--- src/hdl/base64_stream_decoder_macros.svh ---
// Assertion macros for the base64 stream decoder.
// Needs clk_i and rst_ni in the scope where a macro is used.
`ifndef BASE64_STREAM_DECODER_MACROS_SVH
`define BASE64_STREAM_DECODER_MACROS_SVH

`ifndef SYNTHESIS
// Same-cycle implication, checked outside reset.
`define B64D_ASSERT_IMP(lbl, ante, cons, msg) \
  lbl: assert property (@(posedge clk_i) disable iff (!rst_ni) (ante) |-> (cons)) \
    else $error(msg);
// Next-cycle implication, checked outside reset.
`define B64D_ASSERT_NXT(lbl, ante, cons, msg) \
  lbl: assert property (@(posedge clk_i) disable iff (!rst_ni) (ante) |=> (cons)) \
    else $error(msg);
`else
`define B64D_ASSERT_IMP(lbl, ante, cons, msg)
`define B64D_ASSERT_NXT(lbl, ante, cons, msg)
`endif

`endif

--- src/hdl/b64d_pkg.sv ---
// Shared types, constants and the character decoder of the base64 stream decoder.
// No dependencies.
package b64d_pkg;

  // Character codes with a meaning of their own.
  localparam logic [7:0] CHAR_PAD   = 8'h3D;
  localparam logic [7:0] CHAR_PLUS  = 8'h2B;
  localparam logic [7:0] CHAR_SLASH = 8'h2F;
  localparam logic [7:0] CHAR_UP_A  = 8'h41;
  localparam logic [7:0] CHAR_UP_Z  = 8'h5A;
  localparam logic [7:0] CHAR_LO_A  = 8'h61;
  localparam logic [7:0] CHAR_LO_Z  = 8'h7A;
  localparam logic [7:0] CHAR_D0    = 8'h30;
  localparam logic [7:0] CHAR_D9    = 8'h39;

  // Group queue between front and back.
  localparam int QDEPTH = 4;
  localparam int QAW    = $clog2(QDEPTH);

  typedef logic [QAW-1:0] qptr_t;
  typedef logic [QAW:0]   qcnt_t;

  typedef enum logic [1:0] {
    KIND_DATA,
    KIND_PAD,
    KIND_BAD
  } char_kind_e;

  typedef struct packed {
    char_kind_e  kind;
    logic [5:0]  value;
  } decode_t;

  // One result word as seen on the output ports.
  typedef struct packed {
    logic [7:0] data_byte;
    logic       byte_valid;
    logic       bad_char;
    logic       end_of_run;
  } res_t;

  // All result words caused by one input word; num is 1 to 3.
  typedef struct packed {
    logic [1:0]      num;
    res_t [2:0]      slot;
  } group_t;

  // Queue status seen by the front and back.
  typedef struct packed {
    logic full;
    logic empty;
  } q_status_t;

  // Maps a character to its sextet value and class.
  function automatic decode_t decode_char(logic [7:0] c);
    decode_t d;
    d.kind  = KIND_BAD;
    d.value = '0;
    if (c >= CHAR_UP_A && c <= CHAR_UP_Z) begin
      d.kind  = KIND_DATA;
      d.value = 6'(c - CHAR_UP_A);
    end else if (c >= CHAR_LO_A && c <= CHAR_LO_Z) begin
      d.kind  = KIND_DATA;
      d.value = 6'(c - CHAR_LO_A + 8'd26);
    end else if (c >= CHAR_D0 && c <= CHAR_D9) begin
      d.kind  = KIND_DATA;
      d.value = 6'(c - CHAR_D0 + 8'd52);
    end else if (c == CHAR_PLUS) begin
      d.kind  = KIND_DATA;
      d.value = 6'd62;
    end else if (c == CHAR_SLASH) begin
      d.kind  = KIND_DATA;
      d.value = 6'd63;
    end else if (c == CHAR_PAD) begin
      d.kind  = KIND_PAD;
    end
    return d;
  endfunction

endpackage

--- src/hdl/base64_stream_decoder.sv ---
// Streaming base64 decoder: one character word accepted per cycle, up to three
// result words per character, handed out one per cycle by the back end while pop is high.
// A character's results are stored in the group queue and reach the output ports from its head.
// Throughput: one character per cycle while the four-entry group queue has room;
// the back end drains one result word per cycle while pop is high.
// Reset (rst_ni low, asynchronous) empties the queue and clears the open group.
`include "base64_stream_decoder_macros.svh"

module base64_stream_decoder (
  input  logic       clk_i,
  input  logic       rst_ni,
  input  logic       push,
  output logic       full,
  input  logic [7:0] char_code_i,
  input  logic       is_last_i,
  output logic       empty,
  input  logic       pop,
  output logic [7:0] data_byte_o,
  output logic       byte_valid_o,
  output logic       bad_char_o,
  output logic       end_of_run_o
);

  b64d_pkg::group_t     front_group, head_group;
  logic                 front_valid, accept, q_pop;
  b64d_pkg::q_status_t  q_status;
  b64d_pkg::res_t       res;

  assign accept = push && !full;
  assign full   = q_status.full;
  assign empty  = q_status.empty;

  // Character classification and group building.
  b64d_front u_front (
    .clk_i         (clk_i),
    .rst_ni        (rst_ni),
    .accept_i      (accept),
    .char_code_i   (char_code_i),
    .is_last_i     (is_last_i),
    .group_o       (front_group),
    .group_valid_o (front_valid)
  );

  // Queue of result groups.
  b64d_queue u_queue (
    .clk_i      (clk_i),
    .rst_ni     (rst_ni),
    .wr_en_i    (accept && front_valid),
    .wr_group_i (front_group),
    .rd_en_i    (q_pop),
    .rd_group_o (head_group),
    .status_o   (q_status)
  );

  // Result word sequencing.
  b64d_back u_back (
    .clk_i        (clk_i),
    .rst_ni       (rst_ni),
    .head_i       (head_group),
    .head_valid_i (!q_status.empty),
    .pop_i        (pop),
    .res_o        (res),
    .q_pop_o      (q_pop)
  );

  assign data_byte_o  = res.data_byte;
  assign byte_valid_o = res.byte_valid;
  assign bad_char_o   = res.bad_char;
  assign end_of_run_o = res.end_of_run;

  // A last character always leaves at least one result behind.
  `B64D_ASSERT_NXT(a_last_gives_result, accept && is_last_i, !empty, "last word lost")
  // A word without a byte is an error report or an end marker.
  `B64D_ASSERT_IMP(a_no_empty_word, !empty && !byte_valid_o, bad_char_o || end_of_run_o, "empty word")
  // A byte and an error are never reported together.
  `B64D_ASSERT_IMP(a_byte_xor_bad, !empty, !(byte_valid_o && bad_char_o), "byte with error")
  // A full queue always has a head group on offer.
  `B64D_ASSERT_IMP(a_full_not_empty, full, !empty, "full and empty")

endmodule

--- src/hdl/b64d_front.sv ---
// Front end: classifies each character, keeps the open sextet group and
// builds the group of result words that the character causes. Uses b64d_pkg.
module b64d_front (
  input  logic                clk_i,
  input  logic                rst_ni,
  input  logic                accept_i,
  input  logic [7:0]          char_code_i,
  input  logic                is_last_i,
  output b64d_pkg::group_t    group_o,
  output logic                group_valid_o
);

  logic [17:0]           acc_q, acc_d;
  logic [1:0]            cnt_q, cnt_d;
  b64d_pkg::decode_t     dec;
  logic [23:0]           word;
  logic [1:0]            n;

  assign dec  = b64d_pkg::decode_char(char_code_i);
  assign word = {acc_q, dec.value};

  // Build the result group and the next group state.
  always_comb begin
    group_o = '0;
    n       = 2'd0;
    acc_d   = acc_q;
    cnt_d   = cnt_q;
    unique case (dec.kind)
      b64d_pkg::KIND_BAD: begin
        group_o.slot[n].bad_char = 1'b1;
        n = n + 2'd1;
      end
      b64d_pkg::KIND_DATA: begin
        if (cnt_q == 2'd3) begin
          group_o.slot[0].data_byte  = word[23:16];
          group_o.slot[0].byte_valid = 1'b1;
          group_o.slot[1].data_byte  = word[15:8];
          group_o.slot[1].byte_valid = 1'b1;
          group_o.slot[2].data_byte  = word[7:0];
          group_o.slot[2].byte_valid = 1'b1;
          n     = 2'd3;
          acc_d = '0;
          cnt_d = 2'd0;
        end else begin
          acc_d = {acc_q[11:0], dec.value};
          cnt_d = cnt_q + 2'd1;
        end
      end
      b64d_pkg::KIND_PAD: begin
      end
      default: begin
      end
    endcase

    // The last character flushes a partial group and closes the run.
    if (is_last_i) begin
      if (cnt_d == 2'd2) begin
        group_o.slot[n].data_byte  = acc_d[11:4];
        group_o.slot[n].byte_valid = 1'b1;
        n = n + 2'd1;
      end else if (cnt_d == 2'd3) begin
        group_o.slot[n].data_byte  = acc_d[17:10];
        group_o.slot[n].byte_valid = 1'b1;
        n = n + 2'd1;
        group_o.slot[n].data_byte  = acc_d[9:2];
        group_o.slot[n].byte_valid = 1'b1;
        n = n + 2'd1;
      end
      if (n == 2'd0) begin
        n = 2'd1;
      end
      group_o.slot[n - 2'd1].end_of_run = 1'b1;
      acc_d = '0;
      cnt_d = 2'd0;
    end
    group_o.num = n;
  end

  assign group_valid_o = (n != 2'd0);

  // Group state registers.
  always_ff @(posedge clk_i or negedge rst_ni) begin
    if (!rst_ni) begin
      acc_q <= '0;
      cnt_q <= 2'd0;
    end else if (accept_i) begin
      acc_q <= acc_d;
      cnt_q <= cnt_d;
    end
  end

endmodule

--- src/hdl/b64d_queue.sv ---
// Short queue of result groups between the front and back ends.
// Uses b64d_pkg.
module b64d_queue (
  input  logic                  clk_i,
  input  logic                  rst_ni,
  input  logic                  wr_en_i,
  input  b64d_pkg::group_t      wr_group_i,
  input  logic                  rd_en_i,
  output b64d_pkg::group_t      rd_group_o,
  output b64d_pkg::q_status_t   status_o
);

  b64d_pkg::group_t   mem_q [b64d_pkg::QDEPTH];
  b64d_pkg::qptr_t    wr_ptr_q, wr_ptr_d;
  b64d_pkg::qptr_t    rd_ptr_q, rd_ptr_d;
  b64d_pkg::qcnt_t    count_q, count_d;
  logic               do_wr, do_rd;

  assign status_o.full  = (count_q == b64d_pkg::qcnt_t'(b64d_pkg::QDEPTH));
  assign status_o.empty = (count_q == '0);
  assign do_wr = wr_en_i && !status_o.full;
  assign do_rd = rd_en_i && !status_o.empty;
  assign rd_group_o = mem_q[rd_ptr_q];

  // Pointer and fill count updates with wrap at the queue depth.
  always_comb begin
    wr_ptr_d = wr_ptr_q;
    rd_ptr_d = rd_ptr_q;
    count_d  = count_q;
    if (do_wr) begin
      wr_ptr_d = (wr_ptr_q == b64d_pkg::qptr_t'(b64d_pkg::QDEPTH - 1)) ? '0
                 : wr_ptr_q + b64d_pkg::qptr_t'(1);
    end
    if (do_rd) begin
      rd_ptr_d = (rd_ptr_q == b64d_pkg::qptr_t'(b64d_pkg::QDEPTH - 1)) ? '0
                 : rd_ptr_q + b64d_pkg::qptr_t'(1);
    end
    if (do_wr && !do_rd) begin
      count_d = count_q + b64d_pkg::qcnt_t'(1);
    end else if (do_rd && !do_wr) begin
      count_d = count_q - b64d_pkg::qcnt_t'(1);
    end
  end

  // Control registers.
  always_ff @(posedge clk_i or negedge rst_ni) begin
    if (!rst_ni) begin
      wr_ptr_q <= '0;
      rd_ptr_q <= '0;
      count_q  <= '0;
    end else begin
      wr_ptr_q <= wr_ptr_d;
      rd_ptr_q <= rd_ptr_d;
      count_q  <= count_d;
    end
  end

  // Group storage.
  always_ff @(posedge clk_i) begin
    if (do_wr) begin
      mem_q[wr_ptr_q] <= wr_group_i;
    end
  end

endmodule

--- src/hdl/b64d_back.sv ---
// Back end: hands out the words of the oldest queued group one at a time.
// Uses b64d_pkg.
module b64d_back (
  input  logic                  clk_i,
  input  logic                  rst_ni,
  input  b64d_pkg::group_t      head_i,
  input  logic                  head_valid_i,
  input  logic                  pop_i,
  output b64d_pkg::res_t        res_o,
  output logic                  q_pop_o
);

  logic [1:0] idx_q, idx_d;
  logic       take, last_slot;

  assign res_o     = head_i.slot[idx_q];
  assign take      = pop_i && head_valid_i;
  assign last_slot = (idx_q == head_i.num - 2'd1);
  assign q_pop_o   = take && last_slot;

  // Step through the words of the head group.
  always_comb begin
    idx_d = idx_q;
    if (take) begin
      idx_d = last_slot ? 2'd0 : idx_q + 2'd1;
    end
  end

  always_ff @(posedge clk_i or negedge rst_ni) begin
    if (!rst_ni) begin
      idx_q <= 2'd0;
    end else begin
      idx_q <= idx_d;
    end
  end

endmodule
--- config.mk ---
export PLATFORM = sky130hd
export DESIGN_NAME = base64_stream_decoder
export DESIGN_NICKNAME = d
export VERILOG_FILES = /design/src/hdl/b64d_pkg.sv /design/src/hdl/base64_stream_decoder.sv /design/src/hdl/b64d_front.sv /design/src/hdl/b64d_queue.sv /design/src/hdl/b64d_back.sv
export VERILOG_INCLUDE_DIRS = /design/src /design/src/hdl
export SDC_FILE = /design/constraint.sdc
export NUM_CORES = 1
export LEC_CHECK = 0
export BUFFER_PORTS_ARGS = -buffer_cell sky130_fd_sc_hd__buf_2
export CAP_MARGIN = 25
export CELL_PAD_IN_SITES_DETAIL_PLACEMENT = 1
export CELL_PAD_IN_SITES_GLOBAL_PLACEMENT = 1
export CORE_MARGIN = 2
export CORE_UTILIZATION = 30
export DETAILED_ROUTE_END_ITERATION = 16
export GPL_TIMING_DRIVEN = 1
export HOLD_SLACK_MARGIN = 0.05
export MAX_ROUTING_LAYER = met4
export PLACE_DENSITY = 0.5
export REMOVE_ABC_BUFFERS = 1
export SYNTH_ARGS = -nofsm -noshare
export SYNTH_HDL_FRONTEND = slang
export SYNTH_HIERARCHICAL = 1
export SYNTH_SLANG_ARGS = --single-unit
--- constraint.sdc ---
create_clock -name clk_i -period 3.6 [get_ports clk_i]
set_input_delay 0.18 -clock clk_i [delete_from_list [all_inputs] [get_ports clk_i]]
set_output_delay 0.18 -clock clk_i [all_outputs]
set_load 0.005 [all_outputs]
* Yosys cells after proc, flatten, opt, wreduce, memory -nomap -nowiden *
Memory sizes are Yosys's and may differ from the RTL's.
Cells that the tools add are included.

word-level totals
  bits in writable memories = 140
  bits of input ports = 13
  register bits after elaboration = 29
  word-level logic and storage cells = 130
  memories = 1

cells by class
  multiplexer cells = 58
  reduce and logical (&&, ||, !) cells = 25
  equal/unequal tests = 11
  add/subtract/negate cells = 15
  $lt $le $gt $ge = 13

memory list
  name           depth  bits a word  rd ports  clocked after memory_dff  write ports  line              RTL
  u_queue.mem_q  4      35           1         0                         1            b64d_queue.sv:13  b64d_pkg::group_t mem_q [b64d_pkg::QDEPTH];

operators by type and width
  kind                 count
  $bwmux 33            7
  $mux 33              4
  $demux 11 s2         5
  $mux 18              3
  $mux 9               6
  $mux 11              3
  $mux 8               4
  $mux 2               15
  $eq 8x6->1 const B   3
  $bmux 11 s2          1
  $ge 8x7->1 const B   2
  $le 8x7->1 const B   2
  $logic_and 1x1->1    14
  $add 2x1->2 const B  6
  $eq 2x2->1 const B   6
  $lt 2x3->1 const B   4
  $mux 3               4
  $sub 6x6->6 const B  2
  $ge 8x6->1 const B   1
  $le 8x6->1 const B   1
  $add 6x5->6 const B  1
  $add 6x6->6 const B  1
  $ge 2x1->1 const B   3
  $mux 6               1
  other kinds (13)     23

* Depth between registers and ports, before layout *
  depth after elaboration = 25
  gate-level depth with buffers = 21

* Modules after synthesis *
Netlist, hierarchy kept.

modules (own cells, without submodules)
  module                 area an instance (um^2)  seq. area each (um^2)  cells an instance  times used
  b64d_queue             5500.3                   4379.2                 220                1
  b64d_front             2760.1                   500.5                  363                1
  b64d_back              366.6                    50.0                   52                 1
  base64_stream_decoder  18.8                     0.0                    3                  1

* Least setup slack after synthesis *
OpenSTA, ideal clock, no wires.

  path type = input to register
  start point = in char_code_i[2]
  end point = mem u_queue/mem_q[0][0] in the netlist's numbering (enable)
  library setup time = 0.396 ns
  data arrival time = 3.472 ns
  buffers on the path = 5
  cell stages on the path = 16
  path slack = -0.267 ns
  path through = buf_2 > inv_1 > ha_1 > buf_4 > and2b_1 > o211ai_1 > a32oi_4 > nand2b_1 > buf_2 > inv_2 > buf_2 > or3_1 > and3b_1 > nor2b_1 > buf_2 > and2_1

on the way
  longest elaborated chain between the ends = 23
  elaborated cells on any way between the ends = 38
  classes of those cells = add/sub (2); order compare (6); eq/ne (6); mux (16); reduce/logical (8)

ends and longest elaborated chain
  what                                                  line                         RTL
  from (decl)                                           base64_stream_decoder.sv:14  input logic [7:0] char_code_i,
  $eq 8x6->1                                            b64d_pkg.sv:74               end else if (c == CHAR_PAD) begin
  $mux 2                                                b64d_pkg.sv:74
  $mux 2                                                b64d_pkg.sv:71               end else if (c == CHAR_SLASH) begin
  $mux 8                                                b64d_pkg.sv:68               end else if (c == CHAR_PLUS) begin
  $mux 8                                                b64d_pkg.sv:65               end else if (c >= CHAR_D0 && c <= CHAR_D9) begin
  $mux 8                                                b64d_pkg.sv:62               end else if (c >= CHAR_LO_A && c <= CHAR_LO_Z) begin
  $mux 8 (*)                                            b64d_pkg.sv:59               if (c >= CHAR_UP_A && c <= CHAR_UP_Z) begin
  $eq 2x2->1 / $logic_not 2->1 (equally long branches)  b64d_front.sv:28             unique case (dec.kind)
  [9 not listed]                                        --
  $mux 2 (*)                                            b64d_front.sv:56             if (is_last_i) begin
  $reduce_bool 2->1 (*)                                 b64d_front.sv:79             assign group_valid_o = (n != 2'd0);
  net front_valid                                       base64_stream_decoder.sv:25  logic front_valid, accept, q_pop;
  $logic_and 1x1->1 (*)                                 base64_stream_decoder.sv:48  .wr_en_i (accept && front_valid),
  $logic_and 1x1->1 (*)                                 b64d_queue.sv:21             assign do_wr = wr_en_i && !status_o.full;
  net u_queue.do_wr                                     b64d_queue.sv:17             logic do_wr, do_rd;
  $mux 1 (*)                                            b64d_queue.sv:60             if (do_wr) begin
  $mux 1 (not written as such) (*)                      b64d_queue.sv:61             mem_q[wr_ptr_q] <= wr_group_i;
  to (decl)                                             b64d_queue.sv:13

The timed path passes the listed nets; every way through them passes the cells marked *. The select of a mux whose other input is x is not followed.

==> metrics <==
run status=complete, no violations; share of cells above drive strength 1=0.230; global-route wire length before repair=around 38000 µm; Final Hold Viols=0; Min-Delay Endpoint=u_front/acc_q[2]; Top FF cell, synth=edfxtp_1; post-layout minimum cycle time=between 3000 and 4000 ps; Max H-tree Level=4; register bit total from synthesis=169; CTS sink cnt=roughly 170; Die Wd=174 µm; MaxCap Viol Count=0; mux contribution to synthesized area=0.131; Slew headroom=0.475; DRC=0; grt ovf=0; Hold Crit Depth=2; Fill cells=3069; synthesized area per cell=between 10 and 15 µm²; I/O pin count=26; Distinct cells, synth=between 70 and 80; Post-synth ARST share=0.172; Inserted Clock Buffers=17; maximum clock rate=roughly 0.32 GHz; register-to-register setup slack=640 ps; vias in the first global route=6109; RSZ-0062 raised after global routing=no; DRT antenna net count=0; CP Class=input pin to register; Die Height=between 150 and 200 µm; CTS Root Cell=clkbuf_16; Synth Area in Compound Gates=0.130; DRT Wirelength=about 24000 µm; Synth Area in XOR/XNOR=0.00810; post-synthesis adder-cell area fraction=0.0327; First-pass DRT Iterations=5; Total Die Area=between 30000 and 40000 µm²; areal power density over the cells=between 600 and 700 nW/µm²; wire per inst=around 23 µm; Layout Nets=slightly above 700; # setup viols final=0; via/cell ratio=between 5 and 6; Max clock buf depth=2; RR Endpoint=u_queue/count_q[1]; endpoint class of the critical path=register; Flop pwr share=0.409; worst slew pin tran=a little under 800 ps; Clock power frac=0.266; fin util=0.348; data required time of the worst path=3750 ps; HPWL reported at the end of detailed placement=between 15000 and 20000 µm; Synth Warn #=6; n_diodes=0; worst hold-check path type=input pin to register; Vias=approximately 5700; EDFF count, synth=140; starting density of the core=0.303; fin cells=~1100; initial antenna violation count=0; CORE AREA=roughly 29000 µm²; P_int=about 4.4 mW; Final Cycle Share=0.858; largest family of logic cells by synthesized area=multiplexers; cts hold-fix bufs=1; Logic pwr share=0.326; Clock transition at path regs=70 ps; Lkg Pwr=between 3 and 4 nW; netlist area before placement=between 8000 and 9000 µm²; Post-Synth Simple-Gate Area=0.0855; Worst IR Drop VDD=0.313 mV; PortBufs=25; element type at the critical path start=input pin; HP Start=is_last_i; reg-to-reg startpoint=u_queue/rd_ptr_q[0]; post-synthesis sequential area ratio=0.570; Total Routing Usage GR=0.172; switching portion of total power=0.330; Max FO, Critical Path=10; CTS resizes=0; Rows=62; GP Congestion=roughly 0.9; Post-Syn Instances=roughly 640; Slew Viols, Final=0; CTS tree=done; Setup Fix Bufs, Post-CTS=0; area growth from synthesis to layout=14.7%; DRT iter0 DRCs=367; R2R depth=9; Arr. time, crit path=between 3000 and 4000 ps; clk_skew=between 15 and 20 ps; Placed Cells=about 1100; clk_lat worst skew=430 ps; Sw Pwr=2.19 mW; largest net degree at the start of global routing=37
routing by layer:
layer	up-vias	global-route usage	part of all wire
met5	-	-	0
met4	0	0.0427	0.011
met3	14	0.0265	0.033
met2	119	0.285	0.50
met1	2969	0.223	0.45
li1	2591	-	-
Yosys cell counts (3+ instances only):
cell	number	area, µm²
edfxtp_1	140	4200
nand3_1	12	60.1
xor2_1	3	26.3
and2_1	11	68.8
a21oi_1	13	65.1
a31oi_1	3	18.8
xnor2_1	5	43.8
inv_1	37	139
a211o_1	3	26.3
buf_4	6	45.0
a22oi_1	7	52.6
ha_1	21	263
o21ai_1	7	35.0
o22ai_1	28	175
a221oi_1	3	26.3
o21a_1	3	22.5
o211ai_1	6	45.0
nor3_1	10	50.1
nor2b_1	7	43.8
dfrtp_1	29	726
buf_6	6	67.6
mux4_2	35	788
o2bb2ai_1	3	26.3
mux2i_1	22	220
o21ai_0	23	115
mux2_2	4	45.0
nand2b_1	5	31.3
and3_1	9	56.3
nand3b_1	3	22.5
o221ai_1	14	123
nand2_1	45	169
nor2_1	26	97.6
clkbuf_1	14	52.6
buf_2	10	50.1
a21o_1	4	30.0
a32oi_1	3	26.3
area by class of cell:
class	instances	area (µm²)	share of cell area
clock buffers	18	429	0.0433
clock inverters	14	135	0.0136
inverters	38	143	0.0144
multi-input cells	394	3360	0.339
flip-flops and latches	169	4930	0.497
well taps	384	480	0.0484
repair buffers	67	443	0.0446
logic make-up after synthesis:
group	after synthesis
flops	169
compound gates	151
simple gates	145
buf+inv	76
mux	66
fa+ha+maj	22
xor+xnor	8
other cells	1
worst max path at each step:
stage | from | end | slack, ps | cells after the start
3_3_place_gp | char_code_i[1] | u_queue/count_q[1] | 160 | 14
2_1_floorplan | char_code_i[2] | u_queue/count_q[1] | -510 | 14
4_1_cts | char_code_i[2] | u_queue/mem_q[0][26] | 550 | 16
5_1_grt | char_code_i[2] | u_queue/mem_q[0][32] | 250 | 16
6_report | char_code_i[2] | u_queue/mem_q[3][26] | 510 | 14
3_5_place_dp | char_code_i[2] | u_queue/mem_q[3][30] | 100 | 11
per-stage QoR:
stage	total power [mW]	area (µm²)	TNS, ps	hold WS (ps)	setup WS (ps)
finish	6.63	9920	0	136	512
global route	7.03	9920	0	122	246
CTS	6.76	9920	0	106	552
detailed placement	4.96	9350	0	317	102
global placement	4.91	9350	0	303	163
floorplan	4.13	8430	-87020	-116	-510
registers in the layout, indices dropped and copies added (netlist names):
signal and count:
u_back/idx_q 2, u_queue/mem_q 140, u_front/acc_q 18, u_queue/count_q 3, u_queue/rd_ptr_q 2, u_front/cnt_q 2
u_queue/wr_ptr_q 2
worst max-delay path: stages:
cell and delay (ps):
buf_2 100, inv_1 120, ha_1 360, a21o_1 210, o2111ai_2 180, a32oi_4 230
nand2b_1 170, buf_4 200, ha_1 370, inv_1 230, nand2_1 210, o32ai_1 120
a32o_1 230, a211o_1 310
cell usage in the layout, fill, tap and decap left out, types with 4 or more instances in the layout:
| cell | Yosys | final |
|---|---|---|
| edfxtp_1 | 140 | 140 |
| nand2_1 | 45 | 45 |
| buf_4 | 6 | 41 |
| inv_1 | 37 | 37 |
| mux4_2 | 35 | 35 |
| o22ai_1 | 28 | 28 |
| dfrtp_1 | 29 | 28 |
| nor2_1 | 26 | 26 |
| buf_2 | 10 | 25 |
| o21ai_0 | 23 | 23 |
| mux2i_1 | 22 | 22 |
| ha_1 | 21 | 21 |
| clkbuf_16 | 0 | 17 |
| o221ai_1 | 14 | 14 |
| a21oi_1 | 13 | 13 |
| nand3_1 | 12 | 12 |
| nor3_1 | 10 | 10 |
| and3_1 | 9 | 9 |
| nor2b_1 | 7 | 7 |
| and2_1 | 11 | 7 |
| o21ai_1 | 7 | 7 |
| a22oi_1 | 7 | 7 |
| inv_6 | 0 | 6 |
| o211ai_1 | 6 | 6 |
| xnor2_1 | 5 | 5 |
| nand2b_1 | 5 | 5 |
| a21o_1 | 4 | 4 |
| mux2_2 | 4 | 4 |
| and2_2 | 0 | 4 |
power by group through the flow:
| stage | clock network (mW) | registers, mW | logic (mW) |
|---|---|---|---|
| floorplan | 0 | 2.86 | 1.26 |
| global placement | 0 | 2.73 | 2.19 |
| detailed placement | 0 | 2.75 | 2.21 |
| CTS | 1.82 | 2.72 | 2.22 |
| global route | 1.89 | 2.75 | 2.39 |
| finish | 1.76 | 2.71 | 2.16 |
No activity file was read; power rests on OpenSTA's default activity.
